[src/sv/dtfp_pkg.sv]
// shared types and constants of the decimal text to fixed-point converter
// no dependencies
`timescale 1ns / 1ps

package dtfp_pkg;

  localparam int CHAR_W      = 8;
  localparam int SCALE_W     = 5;
  localparam int VALUE_W     = 63;
  // one pad stage multiplies by at most one hundred (seven bits)
  localparam int PROD_W      = VALUE_W + 7;
  localparam int MAX_SCALE   = 18;
  // each pad stage takes up to two decimal digits of padding
  localparam int PAD_STAGES  = (MAX_SCALE + 1) / 2;

  localparam logic [CHAR_W-1:0] CH_ZERO = 8'h30;
  localparam logic [CHAR_W-1:0] CH_NINE = 8'h39;
  localparam logic [CHAR_W-1:0] CH_DOT  = 8'h2E;

  // result item on its way through the padding pipeline
  typedef struct packed {
    logic               ok;
    logic [SCALE_W-1:0] rem;
    logic [VALUE_W-1:0] val;
  } pad_t;

endpackage

[src/sv/dtfp_parse.sv]
// per-character parse state and end-of-text check
// depends on dtfp_pkg
`timescale 1ns / 1ps

module dtfp_parse import dtfp_pkg::*; (
  input  logic               clk,
  input  logic               rst_n,
  input  logic [SCALE_W-1:0] frac_scale,
  input  logic               take,
  input  logic [CHAR_W-1:0]  char_code,
  input  logic               is_last,
  output logic               fin_valid,
  output pad_t               fin_data
);

  logic [VALUE_W-1:0] accum_r, accum_nxt;
  logic [SCALE_W-1:0] frac_count_r, frac_count_nxt;
  logic               after_point_r, after_point_nxt;
  logic               digit_seen_r, digit_seen_nxt;
  logic               error_seen_r, error_seen_nxt;

  logic               is_dot;
  logic               is_digit;
  logic [3:0]         digit;
  logic [VALUE_W+3:0] wide;
  logic               ok;

  // character classes and accumulate candidate
  always_comb begin
    is_dot   = (char_code == CH_DOT);
    is_digit = (char_code >= CH_ZERO) && (char_code <= CH_NINE);
    digit    = 4'(char_code - CH_ZERO);
    wide     = ({4'b0, accum_r} << 3) + ({4'b0, accum_r} << 1)
             + {{VALUE_W{1'b0}}, digit};
  end

  // one character step
  always_comb begin
    accum_nxt       = accum_r;
    frac_count_nxt  = frac_count_r;
    after_point_nxt = after_point_r;
    digit_seen_nxt  = digit_seen_r;
    error_seen_nxt  = error_seen_r;
    if (!error_seen_r) begin
      if (is_dot) begin
        if (after_point_r || !digit_seen_r) begin
          error_seen_nxt = 1'b1;
        end else begin
          after_point_nxt = 1'b1;
        end
      end else if (!is_digit) begin
        error_seen_nxt = 1'b1;
      end else begin
        digit_seen_nxt = 1'b1;
        if (after_point_r && (frac_count_r >= frac_scale)) begin
          // digits past the scale must be zero and are dropped
          if (char_code != CH_ZERO) begin
            error_seen_nxt = 1'b1;
          end
        end else if (|wide[VALUE_W+3:VALUE_W]) begin
          error_seen_nxt = 1'b1;
        end else begin
          accum_nxt = wide[VALUE_W-1:0];
          if (after_point_r) begin
            frac_count_nxt = frac_count_r + 1'b1;
          end
        end
      end
    end
  end

  // end-of-text check and padding count
  always_comb begin
    ok = !error_seen_nxt && digit_seen_nxt && !is_dot &&
         (frac_scale <= SCALE_W'(MAX_SCALE));
    fin_valid    = take && is_last;
    fin_data.ok  = ok;
    fin_data.val = ok ? accum_nxt : '0;
    fin_data.rem = (ok && (frac_scale > frac_count_nxt)) ?
                   (frac_scale - frac_count_nxt) : '0;
  end

  // state update, cleared after the last character of a text
  always_ff @(posedge clk) begin
    if (!rst_n) begin
      accum_r       <= '0;
      frac_count_r  <= '0;
      after_point_r <= 1'b0;
      digit_seen_r  <= 1'b0;
      error_seen_r  <= 1'b0;
    end else if (take) begin
      if (is_last) begin
        accum_r       <= '0;
        frac_count_r  <= '0;
        after_point_r <= 1'b0;
        digit_seen_r  <= 1'b0;
        error_seen_r  <= 1'b0;
      end else begin
        accum_r       <= accum_nxt;
        frac_count_r  <= frac_count_nxt;
        after_point_r <= after_point_nxt;
        digit_seen_r  <= digit_seen_nxt;
        error_seen_r  <= error_seen_nxt;
      end
    end
  end

endmodule

[config.mk]
export PLATFORM = sky130hd
export DESIGN_NAME = dtfp_parse
export DESIGN_NICKNAME = d
export VERILOG_FILES = /design/src/sv/dtfp_pkg.sv /design/src/sv/dtfp_parse.sv
export SDC_FILE = /design/constraint.sdc
export NUM_CORES = 1
export LEC_CHECK = 0
export BUFFER_PORTS_ARGS = -buffer_cell sky130_fd_sc_hd__buf_2
export CORE_UTILIZATION = 50
export DETAILED_ROUTE_END_ITERATION = 10
export PLACE_DENSITY = 0.69
export SLEW_MARGIN = 10
export SYNTH_ARGS = -nofsm -noshare
export SYNTH_HDL_FRONTEND = slang
export SYNTH_SLANG_ARGS = --single-unit
[constraint.sdc]
create_clock -name clk -period 10.1 [get_ports clk]
set_input_delay 0.505 -clock clk [delete_from_list [all_inputs] [get_ports clk]]
set_output_delay 0.505 -clock clk [all_outputs]
set_load 0.1 [all_outputs]
==> flow_metrics.env <==
export IMPL_synthDistinctLibCells=76
export IMPL_core_area_sq_um=17500
export IMPL_stdcell_area_sq_um=9780
export IMPL_ys_top_cells_by_area="ha_1 (19%), dfxtp_1 (16%), a21oi_1 (9.9%)"
export IMPL_grt_max_degree=75
export IMPL_numCtsBuffers=9
export IMPL_outcome="finished, final reports clean"
export IMPL_wl_per_cell_um=17.2
export IMPL_grt_pass1_vias=8826
export IMPL_syn2layout_area_growth_pct=8.55
export IMPL_htreeDepth=3
export IMPL_hpwl_um=19200
export IMPL_cp_startpoint="accum_r[0]$_SDFFE_PN0P_"
export IMPL_synth_top_area_frac=0.189
export IMPL_grt_use_total=0.292
export IMPL_min_delay_start="digit_seen_r$_SDFFE_PN0P_"
export IMPL_first_iter_violations=769
export IMPL_route_detailed_drc=0
export IMPL_period_minus_slack_ps=6670
export IMPL_crit_type="flop to primary output"
export IMPL_layout_drive_gt1_share=0.104
export IMPL_place_area_sq_um=9450
export IMPL_setup_violations_final=0
export IMPL_worstPathCellList="inv_1, fa_1, fa_1, nor2b_1, o2111a_1, nor4b_1, o21ai_1, nand3_1, and4b_1, o221a_2, o22ai_1, or4_1, nor2_1, xnor2_1, ha_1, inv_1, o21bai_1, a21o_1, a21oi_1, nor4_1, buf_2"
export IMPL_syn_inst=1292
export IMPL_fill_cells=1732
export IMPL_grt_pass1_wl_um=43800
export IMPL_synth_top_area_cell="ha_1"
export IMPL_die_y_um=136
export IMPL_cp_data_arrival_time_ps=6170
export IMPL_vias=9552
export IMPL_tns_ps=0
export IMPL_cts_root_buf="clkbuf_16"
export IMPL_synth_most_common_cell="nand2_1"
export IMPL_die_area_sq_um=18600
export IMPL_cts_repair_resized=0
export IMPL_hold_buffers=0
export IMPL_routed_wl_um=26400
export IMPL_dr_pass1_iters=6
export IMPL_grt_overflow=0
export IMPL_end_kind="primary output"
export IMPL_slew_headroom=0.363
export IMPL_worst_path_stages=21
export IMPL_gp_congestion=0.928
export IMPL_critPathSlowestCell="fa_1"
export IMPL_yosysWarnings=0
export IMPL_hold_violations=0
export IMPL_synth_common_cells="nand2_1 (199), a21oi_1 (178), ha_1 (136)"
export IMPL_min_period_over_period=0.660
export IMPL_viasPerCell=6.21
export IMPL_cts_tree="done"
export IMPL_cp_start_kind="flop"
export IMPL_fmax_ghz=0.150
export IMPL_post_cts_buffers=0
export IMPL_hold_path_depth=2
export IMPL_cts_path_max_buffers=2
export IMPL_path_clk_slew_ps=60
export IMPL_synthesis_nets=1448
export IMPL_num_rows=48
export IMPL_die_w_um=136
export IMPL_tightest_slew_ps=952
export IMPL_cts_sinks=71
export IMPL_p_leak_nw=4.45
export IMPL_critPathTopFamily="compound AO/OA/AOI/OAI gates"
export IMPL_io_pins=87
export IMPL_start_util=0.516
export IMPL_r2r_cells=15
export IMPL_critPathBufInv=3
export IMPL_antenna_found_initial=0
export IMPL_clk_latency_ps=360
export IMPL_skew_ps=9.14
export IMPL_rsz0062_at_grt="no"
export IMPL_ys_dominant_reg_cell="dfxtp_1"
export IMPL_final_core_util=0.560
export IMPL_instances_no_fill=1538
export IMPL_crit_fanout=9
export IMPL_hp_class="flop to flop"
export IMPL_irDropWorstVdd_mv=0.0819
export IMPL_finalNetCount=1464
export IMPL_placedCellCount=1522
export IMPL_maxSlewViolCount=0
export IMPL_yosysSeqAreaShare=0.158
export IMPL_antenna_diode_count=0
export IMPL_cap_violations=0
export IMPL_required_ps=9600
export IMPL_syn_avg_cell_area_sq_um=6.98
export IMPL_port_buffers=86
export IMPL_synth_area_sq_um=9010
export IMPL_antenna_left=0
export IMPL_synth_edf_count=0
export IMPL_synthArstFlopShare=0
export IMPL_p_per_area_nw_per_um2=71.9
export IMPL_rr_startpoint="accum_r[0]$_SDFFE_PN0P_"
export IMPL_ys_ff_latch=71
export IMPL_max_stage_delay_ps=510
## layout make-up
| cell class | instances | area, sq um | area share |
|---|---|---|---|
| Inverter | 35 | 131 | 0.0134 |
| Clock buffer | 11 | 253 | 0.0258 |
| Clock inverter | 5 | 80.1 | 0.00818 |
| Tap cell | 225 | 282 | 0.0288 |
| Multi-Input combinational cell | 1096 | 7120 | 0.728 |
| Timing Repair Buffer | 95 | 498 | 0.0509 |
| Sequential cell | 71 | 1420 | 0.145 |
## through the flow
stage          setup slack (ps)  power [mW]  hold slack [ps]
3_3_place_gp               3810       0.337              454
2_1_floorplan              2160       0.321              429
5_1_grt                    3020       0.720              506
3_5_place_dp               3640       0.337              473
6_report                   3430       0.704              476
4_1_cts                    3470       0.706              464
## layer usage
metal / vias up / share of wire / track usage
met3: 35 / 0.056 / 0.0313
met5: - / 0 / 0
li1: 4727 / - / -
met1: 4468 / 0.47 / 0.404
met2: 322 / 0.45 / 0.471
met4: 0 / 0.018 / 0.0914
## state kept, by name, indices dropped and copies added, names as in the netlist
| name | flops |
|---|---|
| frac_count_r | 5 |
| digit_seen_r | 1 |
| error_seen_r | 1 |
| accum_r | 63 |
| after_point_r | 1 |
## placed cells by master (no fill, tap or decap), types with 3 or more instances in the layout
cell / Yosys / routed
nand2_1: 199 / 199
a21oi_1: 178 / 178
ha_1: 136 / 136
nand3_1: 104 / 104
o21ai_0: 94 / 94
buf_2: 25 / 86
dfxtp_1: 71 / 71
nor2_1: 56 / 55
xnor2_1: 40 / 40
inv_1: 34 / 33
nand4_1: 31 / 31
a21o_1: 30 / 30
xor2_1: 27 / 27
nor3_1: 21 / 20
o211ai_1: 13 / 13
o21bai_1: 14 / 13
nor4_1: 10 / 10
a31oi_1: 10 / 10
nand2b_1: 10 / 10
clkbuf_16: 0 / 9
buf_4: 1 / 9
and3_1: 8 / 8
a211oi_1: 8 / 8
and2_1: 7 / 7
o21ai_1: 7 / 7
or4_1: 7 / 7
a21oi_2: 6 / 6
nor2b_1: 5 / 5
o31ai_1: 4 / 4
o211a_1: 4 / 4
a41oi_1: 3 / 3
nor4b_1: 3 / 3
or3_1: 4 / 3
fa_1: 3 / 3
## worst reg2reg max path, cell delays in order (launching register included)
cell	delay, ps
dfxtp_1	380
inv_1	90
fa_1	510
fa_1	480
nor2b_1	180
o2111a_1	250
nor4b_1	70
o21ai_1	360
nand3_1	180
and4b_1	320
o221a_2	260
o22ai_1	480
or3_2	470
buf_4	630
nor3_1	160
a311o_1	340
## power by group
| part | internal, mW | leakage [nW] | total [mW] | switching, mW |
|---|---|---|---|---|
| registers | 0.280 | 0.572 | 0.281 | 0.000343 |
| clock network | 0.230 | 0.158 | 0.372 | 0.142 |
| logic | 0.0109 | 3.72 | 0.0512 | 0.0403 |
## cell families (layout without fill, tap and decap cells)
| family | Yosys count | in the layout | share of synthesized area |
|---|---|---|---|
| AOI/OAI and AO/OA | 408 | 408 | 0.273 |
| xor gates and xnor gates | 67 | 67 | 0.0651 |
| adders and majority gates | 139 | 139 | 0.195 |
| buffers and inverters | 125 | 146 | 0.0559 |
| DFF | 71 | 71 | 0.158 |
| muxes | 2 | 2 | 0.00222 |
| and+or+nand+nor | 480 | 480 | 0.251 |
## path summary, 6_finish.rpt
check | end | slack (ps)
worst max register to register | accum_r[62]$_SDFFE_PN0P_ | 4850
worst min-delay path | digit_seen_r$_SDFFE_PN0P_ | 480
worst min register to register | digit_seen_r$_SDFFE_PN0P_ | 480
worst max-delay path | fin_data[65] | 3430
Note: power is estimated with default switching activity, not from simulation.
