### config.mk
export PLATFORM = sky130hd
export DESIGN_NAME = dtfp_pad_stage
export DESIGN_NICKNAME = d
export VERILOG_FILES = /design/src/sv/dtfp_pkg.sv /design/src/sv/dtfp_pad_stage.sv
export SDC_FILE = /design/constraint.sdc
export NUM_CORES = 1
export LEC_CHECK = 0
export ABC_AREA = 1
export BUFFER_PORTS_ARGS = -buffer_cell sky130_fd_sc_hd__buf_2
export CAP_MARGIN = 10
export CORE_MARGIN = 2
export CORE_UTILIZATION = 25
export CTS_BUF_LIST = sky130_fd_sc_hd__clkbuf_8
export DETAILED_ROUTE_END_ITERATION = 10
export SYNTH_ARGS = -nofsm -noshare
export SYNTH_HDL_FRONTEND = slang
export SYNTH_SLANG_ARGS = --single-unit
### constraint.sdc
create_clock -name clk -period 8 [get_ports clk]
set_input_delay 2.4 -clock clk [delete_from_list [all_inputs] [get_ports clk]]
set_output_delay 2.4 -clock clk [all_outputs]
set_load 0.01 [all_outputs]
### src/sv/dtfp_pkg.sv
// shared types and constants of the decimal text to fixed-point converter
// no dependencies
`timescale 1ns / 1ps

package dtfp_pkg;

  localparam int CHAR_W      = 8;
  localparam int SCALE_W     = 5;
  localparam int VALUE_W     = 63;
  // one pad stage multiplies by at most one hundred (seven bits)
  localparam int PROD_W      = VALUE_W + 7;
  localparam int MAX_SCALE   = 18;
  // each pad stage takes up to two decimal digits of padding
  localparam int PAD_STAGES  = (MAX_SCALE + 1) / 2;

  localparam logic [CHAR_W-1:0] CH_ZERO = 8'h30;
  localparam logic [CHAR_W-1:0] CH_NINE = 8'h39;
  localparam logic [CHAR_W-1:0] CH_DOT  = 8'h2E;

  // result item on its way through the padding pipeline
  typedef struct packed {
    logic               ok;
    logic [SCALE_W-1:0] rem;
    logic [VALUE_W-1:0] val;
  } pad_t;

endpackage

### src/sv/dtfp_pad_stage.sv
// one stage of the padding pipeline: up to two decimal zeros and overflow check
// depends on dtfp_pkg
`timescale 1ns / 1ps

module dtfp_pad_stage import dtfp_pkg::*; (
  input  logic clk,
  input  logic rst_n,
  input  logic up_valid,
  input  pad_t up_data,
  output logic up_ready,
  input  logic dn_ready,
  output logic valid_r,
  output pad_t data_r
);

  logic [PROD_W-1:0] ext;
  logic [PROD_W-1:0] prod;
  logic              over;
  pad_t              data_nxt;

  // multiply by one, ten or one hundred with shift-adds
  always_comb begin
    ext = {{(PROD_W-VALUE_W){1'b0}}, up_data.val};
    data_nxt.rem = up_data.rem;
    if (up_data.rem >= SCALE_W'(2)) begin
      prod         = (ext << 6) + (ext << 5) + (ext << 2);
      data_nxt.rem = up_data.rem - SCALE_W'(2);
    end else if (up_data.rem == SCALE_W'(1)) begin
      prod         = (ext << 3) + (ext << 1);
      data_nxt.rem = '0;
    end else begin
      prod = ext;
    end
    over         = |prod[PROD_W-1:VALUE_W];
    data_nxt.ok  = up_data.ok && !over;
    data_nxt.val = data_nxt.ok ? prod[VALUE_W-1:0] : '0;
  end

  assign up_ready = !valid_r || dn_ready;

  // stage register
  always_ff @(posedge clk) begin
    if (!rst_n) begin
      valid_r <= 1'b0;
    end else if (up_ready) begin
      valid_r <= up_valid;
    end
  end

  always_ff @(posedge clk) begin
    if (up_ready && up_valid) begin
      data_r <= data_nxt;
    end
  end

endmodule

==> run_results.csv, run 1 <==
group,metric,value,unit
yosys,synth_cells,2447,
yosys,seq_area_frac_synth,14.4,%
grt,grt_antenna_before_repair,5,
routing,ant_nets,0,
min_path,hp-start,"valid_r",
layout,mostFrequentLayoutCells,"nand2_1 (775), nor2_1 (370), inv_1 (369), a21oi_1 (217), buf_2 (143)",
clock_network,clkTransAtPathRegs,0.09,ns
clock_network,cts_buffers,9,
sta,setup_tns,0,ns
yosys,synth.area.mux_share,0,%
yosys,synth_xor_area_share,3.02,%
routing,drtIter0Drc,1596,
placed_design,gp_congestion,0.999,
routing,wire_per_inst,17.5,µm
clock_network,cts_hold_buf,0,
clock_network,numClockSinks,70,
power,p_seq_share,18.7,%
layout,multiInputGateArea,10900,µm²
placed_design,numPortBuffers,143,
routing,via_per_inst,4.86,
yosys,synthAdderAreaFrac,19.5,%
clock_network,postCtsSetupBuffers,0,
min_path,min_to,"valid_r",
sta,grt_setup_unrepaired,"false",
critical_path,reg2reg_from,"valid_r",
clock_network,clk_root_buffer_cell,"clkbuf_8",
power,sw_frac_of_total,55.1,%
power,p_leak,8.19,nW
critical_path,cp_data_required_time,8.16,ns
critical_path,cp-start-kind,"input pin",
grt,grt_usage,19.6,%
critical_path,end_kind,"flip-flop",
grt,gr-total-overflow,0,
power,peakVddDrop,0.0832,mV
layout,area_delta_synth_final,12.2,%
critical_path,r2r-end,"data_r[13]",
critical_path,crit_family,"simple AND/OR/NAND/NOR gates",
sta,finalHoldViolations,0,
critical_path,r2r_cells,2,
floorplanning,start_util,25.2,%
clock_network,cts_resized,0,
power,internal-power,1.05,mW
critical_path,cp_common_cell,"nand2_1",
sta,setup_viol,0,
grt,grt_pass1_wl,89600,µm
floorplanning,fp.dieW,245,µm
layout,final_common_cell,"nand2_1",
yosys,yosys_warnings,0,
clock_network,cts_tree,"built",
clock_network,worstSkewPairLatency,0.46,ns
floorplanning,row_count,88,
clock_network,cts_buffer_depth,2,
status,status,"completed",
yosys,syn_nets,2710,
layout,seqCellArea,2090,µm²
floorplanning,die_h,245,µm
floorplanning,io_pins,144,
sta,timing.fmax,173,MHz
yosys,synth_area,14500,µm²
layout,fillCellCount,6621,
min_path,min_path_cells,2,
sta,finalHoldWorstSlack,0.549,ns
floorplanning,core,57500,µm²
clock_network,htree_num_levels,3,
min_path,hp-class,"reg2reg",
routing,dr.pass1.iters,6,
sta,finalCritPeriodShare,72.1,%
sta,worst_clock_skew,0.0216,ns
layout,final_nets,2838,
critical_path,cp_num_buf_inv,2,
yosys,yosys.area_share.simple,37.2,%
routing,via_count,16300,
power,switchingPower,1.29,mW
power,combPwrFrac,68.1,%
critical_path,arrival,5.93,ns
yosys,synth_top_family_by_area,"simple AND/OR/NAND/NOR gates",
sta,slew_headroom,27.5,%
critical_path,r2r_slack,6.30,ns
power,power_frac_clock,13.1,%
critical_path,path_class,"in2reg",
yosys,yosys_register_bits,70,
routing,drc,0,
sta,finalMaxSlewViolations,0,
routing,totalWireLength,58600,µm
yosys,synth_area_per_cell,5.93,µm²
yosys,synth_compound_area_share,15.0,%
critical_path,cpPeakStageDelay,0.61,ns
placed_design,place_hpwl,49100,µm
critical_path,crit_path_cell_trace,"buf_2, fa_1, ha_1, nand2_1, nor2_1, inv_1, o21ai_0, a21oi_1, nand2_1, nand2_1, nand2_1, nand2_1, nand2_1, nor2_1, nand3_1, nand2_2, nand2_4, nor2_1",
critical_path,cp_slowest_cell,"nand2_4",
yosys,synth.distinct_cells,45,
layout,drive_gt1_share,8.45,%
job,drv_cap,0,
sta,period_needed,5.77,ns
floorplanning,dieArea,60000,µm²
grt,grt_pass1_vias,15200,
critical_path,cp_max_fo,62,
sta,worst_slew_pin_slew,1.09,ns
power,power_density,144,nW/µm²
grt,grt_max_degree,87,
metal layers:
layer / global-route usage, % / share of wire (%)
met4: 6.19 / 3.0
met1: 26.3 / 45
met3: 3.18 / 7.5
met2: 31.9 / 45
met5: 0 / 0.046
power by group through the flow:
stage               Combinational, mW  Sequential (mW)  Clock, mW
CTS                              1.57            0.440      0.323
finish                           1.59            0.438      0.307
detailed placement               1.56            0.448          0
global placement                 1.57            0.448          0
floorplan                        1.02            0.461          0
global route                     1.77            0.441      0.334
stage by stage:
step                      power [mW]  worst slack, ns  instances  utilization [%]  area [µm²]
after floorplan                 1.48             1.70       2447                -       14500
after global placement          2.02             1.89       3329             28.0       16100
after CTS                       2.33             2.38       3345             28.3       16300
after global routing            2.54             2.02       3345             28.3       16300
after detailed placement        2.01             1.88       3329             28.0       16100
final                           2.34             2.23       3350             28.3       16300
area by class of cell:
cell class | instances | share of cell area (%)
Antenna cell | 5 | 0.0769
Clock buffer | 9 | 0.761
Clock inverter | 7 | 0.346
Inverter | 373 | 8.60
Multi-Input combinational cell | 1971 | 66.8
Sequential cell | 70 | 12.9
Tap cell | 765 | 5.88
Timing Repair Buffer | 150 | 4.72
worst max path at each step:
stage               cells past startpoint         end        start
finish                                 18  data_r[23]  up_data[25]
global route                           21   data_r[9]   up_data[4]
CTS                                    18  data_r[55]  up_data[25]
detailed placement                     18  data_r[56]  up_data[25]
global placement                       18  data_r[56]  up_data[26]
floorplan                               2   data_r[0]     up_valid
synthesized netlist by cell type (all sizes together):
master,number,area share (%)
o21a,4,0.21
nand2b,1,0.043
clkbuf,22,0.57
nand4,7,0.30
a2bb2oi,1,0.060
a32oi,5,0.30
edfxtp,69,14
nand2,782,20
a22oi,8,0.41
o211ai,3,0.16
nand3b,2,0.10
ha,129,11
nor4,6,0.26
a32o,6,0.41
buf,11,0.62
xor2,32,1.9
o2111ai,2,0.12
a21boi,5,0.26
nand3,108,3.8
inv,373,9.7
nor3,34,1.2
and2,1,0.043
o21bai,25,1.3
or2,15,0.65
a31o,7,0.42
and3,7,0.30
fa,61,8.4
xnor2,18,1.1
nor2,382,10
dfxtp,1,0.14
a21oi,220,7.6
o21ai,82,2.8
a31oi,10,0.43
a21o,8,0.41
cells by family after synthesis:
family / Yosys count
flops: 70
fa+ha+maj: 190
xor+xnor: 50
simple gates: 1345
compound gates: 386
buf+inv: 406
worst reg2reg max path: cells and delay by family, from the launching register on:
family                 cells  cell delay (ns)
AO/OA/AOI/OAI              1             0.14
flip-flops                 1             0.35
buffers and inverters      1             0.75
state kept, by name, summed over array words and instances (netlist names):
register,count
valid_r,1
data_r,69
Power figures use the tool's default switching activity.
==> run 2, diff against run 1 <==
Clock period 8 ns to 5.1 ns, I/O delays scaled along.
==> run 2 against run 1 <==
  * Routed wire length fell by 0.54%
  * Clock power up 67%
  * Cell count rose by 0.66%
  * Worst hold slack is essentially flat
  * Die area stayed put
  * Sequential share of layout area down 0.19 points
  * Non-clock buffer count is 25 higher
  * Sequential power rose by 57%
  * Clock skew is 0.012 ns higher
  * Total power rose by 60%
==> run_results.csv, run 2 (same netlist as run 1, synthesis figures left out) <==
group,metric,value,unit
status,status,"completed",
critical_path,arrival,4.89,ns
layout,stdcell_count,3372,
sta,grt_setup_unrepaired,"false",
layout,reg.largest.list,"data_r x69, valid_r x1",
routing,via_per_inst,4.76,
routing,totalWireLength,58300,µm
power,peakVddDrop,0.137,mV
power,combPwrFrac,68.0,%
power,p_leak,8.35,nW
floorplanning,dieArea,60000,µm²
sta,worst_clock_skew,0.0332,ns
sta,setup_tns,0,ns
layout,mostFrequentLayoutCells,"nand2_1 (775), nor2_1 (370), inv_1 (369), a21oi_1 (217), buf_2 (143)",
power,switchingPower,2.02,mW
critical_path,reg2reg_from,"valid_r",
sta,finalMaxSlewViolations,0,
sta,finalHoldViolations,0,
power,power_density,227,nW/µm²
layout,area_delta_synth_final,13.9,%
floorplanning,fp.dieW,245,µm
min_path,hp-start,"valid_r",
floorplanning,row_count,88,
critical_path,path_class,"in2reg",
job,drv_cap,0,
critical_path,cp-startpoint,"up_data[4]",
sta,period_needed,4.62,ns
routing,drtIter0Drc,1449,
layout,largest_register,"data_r",
layout,drive_gt1_share,9.33,%
clock_network,cts_buffers,9,
floorplanning,io_pins,144,
power,power_frac_clock,13.7,%
power,sw_frac_of_total,53.8,%
layout,final_nets,2863,
clock_network,htree_num_levels,3,
grt,gr-total-overflow,0,
clock_network,postCtsSetupBuffers,0,
floorplanning,die_h,245,µm
placed_design,gp_congestion,0.981,
sta,worst_slew_pin_slew,1.04,ns
floorplanning,start_util,25.2,%
sta,setup_viol,0,
clock_network,clkTransAtPathRegs,0.08,ns
sta,finalCritPeriodShare,90.5,%
grt,grt_pass1_wl,89300,µm
clock_network,worstSkewPairLatency,0.46,ns
routing,wire_per_inst,17.3,µm
critical_path,cp_data_required_time,5.38,ns
power,internal-power,1.73,mW
layout,largest_reg_flops,69,
layout,final_common_cell,"nand2_1",
min_path,hp-class,"reg2reg",
sta,slew_headroom,30.8,%
clock_network,cts_buffer_depth,2,
power,p_seq_share,18.3,%
clock_network,numClockSinks,70,
grt,grt_pass1_vias,15300,
placed_design,numPortBuffers,143,
critical_path,cp-start-kind,"input pin",
routing,dr.pass1.iters,5,
clock_network,cts_tree,"built",
grt,grt_usage,19.5,%
routing,ant_nets,0,
sta,timing.fmax,217,MHz
placed_design,pre_cts_slack,0.122,ns
floorplanning,core,57500,µm²
layout,fillCellCount,6601,
critical_path,end_kind,"flip-flop",
grt,grt_max_degree,87,
placed_design,place_inst,3354,
clock_network,cts_hold_buf,0,
grt,grt_antenna_before_repair,4,
routing,via_count,16100,
routing,drc,0,
sta,fin_ws,0.484,ns
clock_network,cts_resized,0,
clock_network,clk_root_buffer_cell,"clkbuf_8",
placed_design,place_hpwl,49500,µm
critical_path,cp_max_fo,28,
run 2: worst max-delay path, cell delays in order:
cell and delay (ns):
buf_2 0.20, fa_1 0.45, ha_1 0.24, fa_1 0.41, nand3_1 0.11, nand2_1 0.12, nand2_1 0.08, nand2_1 0.10
nand2_1 0.09, nand3_2 0.10, nand2_1 0.09, nand2_1 0.20, nand2_1 0.14, nand2_1 0.06, nand2_1 0.06, nand2_1 0.04
nor2_1 0.09, nand3_1 0.21, nand2_2 0.17, nand2_4 0.10, buf_12 0.17, nor2_1 0.12
run 2: through the flow:
step | power, mW | hold WS, ns | util, % | area (µm²)
after detailed placement | 3.20 | 0.539 | 28.4 | 16300
after floorplan | 2.33 | 0.608 | - | 14500
final | 3.75 | 0.549 | 28.7 | 16500
after global placement | 3.21 | 0.538 | 28.4 | 16300
after global routing | 4.07 | 0.595 | 28.7 | 16500
after CTS | 3.74 | 0.553 | 28.7 | 16500
run 2: final timing paths:
path         slack, ns          to  depth (start not counted)
min               0.55     valid_r                          2
max reg2reg       3.40  data_r[14]                          2
min reg2reg       0.55     valid_r                          2
max               0.48  data_r[14]                         22
run 2: routing by layer:
layer / global-route usage [%] / vias up / share of wire, %
met4: 6.46 / 4 / 3.1
met3: 2.95 / 87 / 6.4
met2: 32.6 / 542 / 45
met1: 25.7 / 7293 / 45
met5: 0 / - / 0.029
li1: - / 8131 / -
run 2: power groups by stage:
stage	sequential, mW	clock [mW]	combinational [mW]
after global routing	0.691	0.552	2.83
after floorplan	0.722	0	1.60
final	0.687	0.513	2.55
after CTS	0.688	0.539	2.51
after detailed placement	0.701	0	2.50
after global placement	0.702	0	2.51
run 2: area by class of cell:
type	instances	area (µm²)	area share (%)
Antenna cell	2	5.00	0.0303
Timing Repair Buffer	175	1010	6.09
Clock buffer	9	124	0.750
Multi-Input combinational cell	1971	10900	65.8
Sequential cell	70	2090	12.7
Tap cell	765	957	5.79
Inverter	373	1400	8.47
Clock inverter	7	75.1	0.454
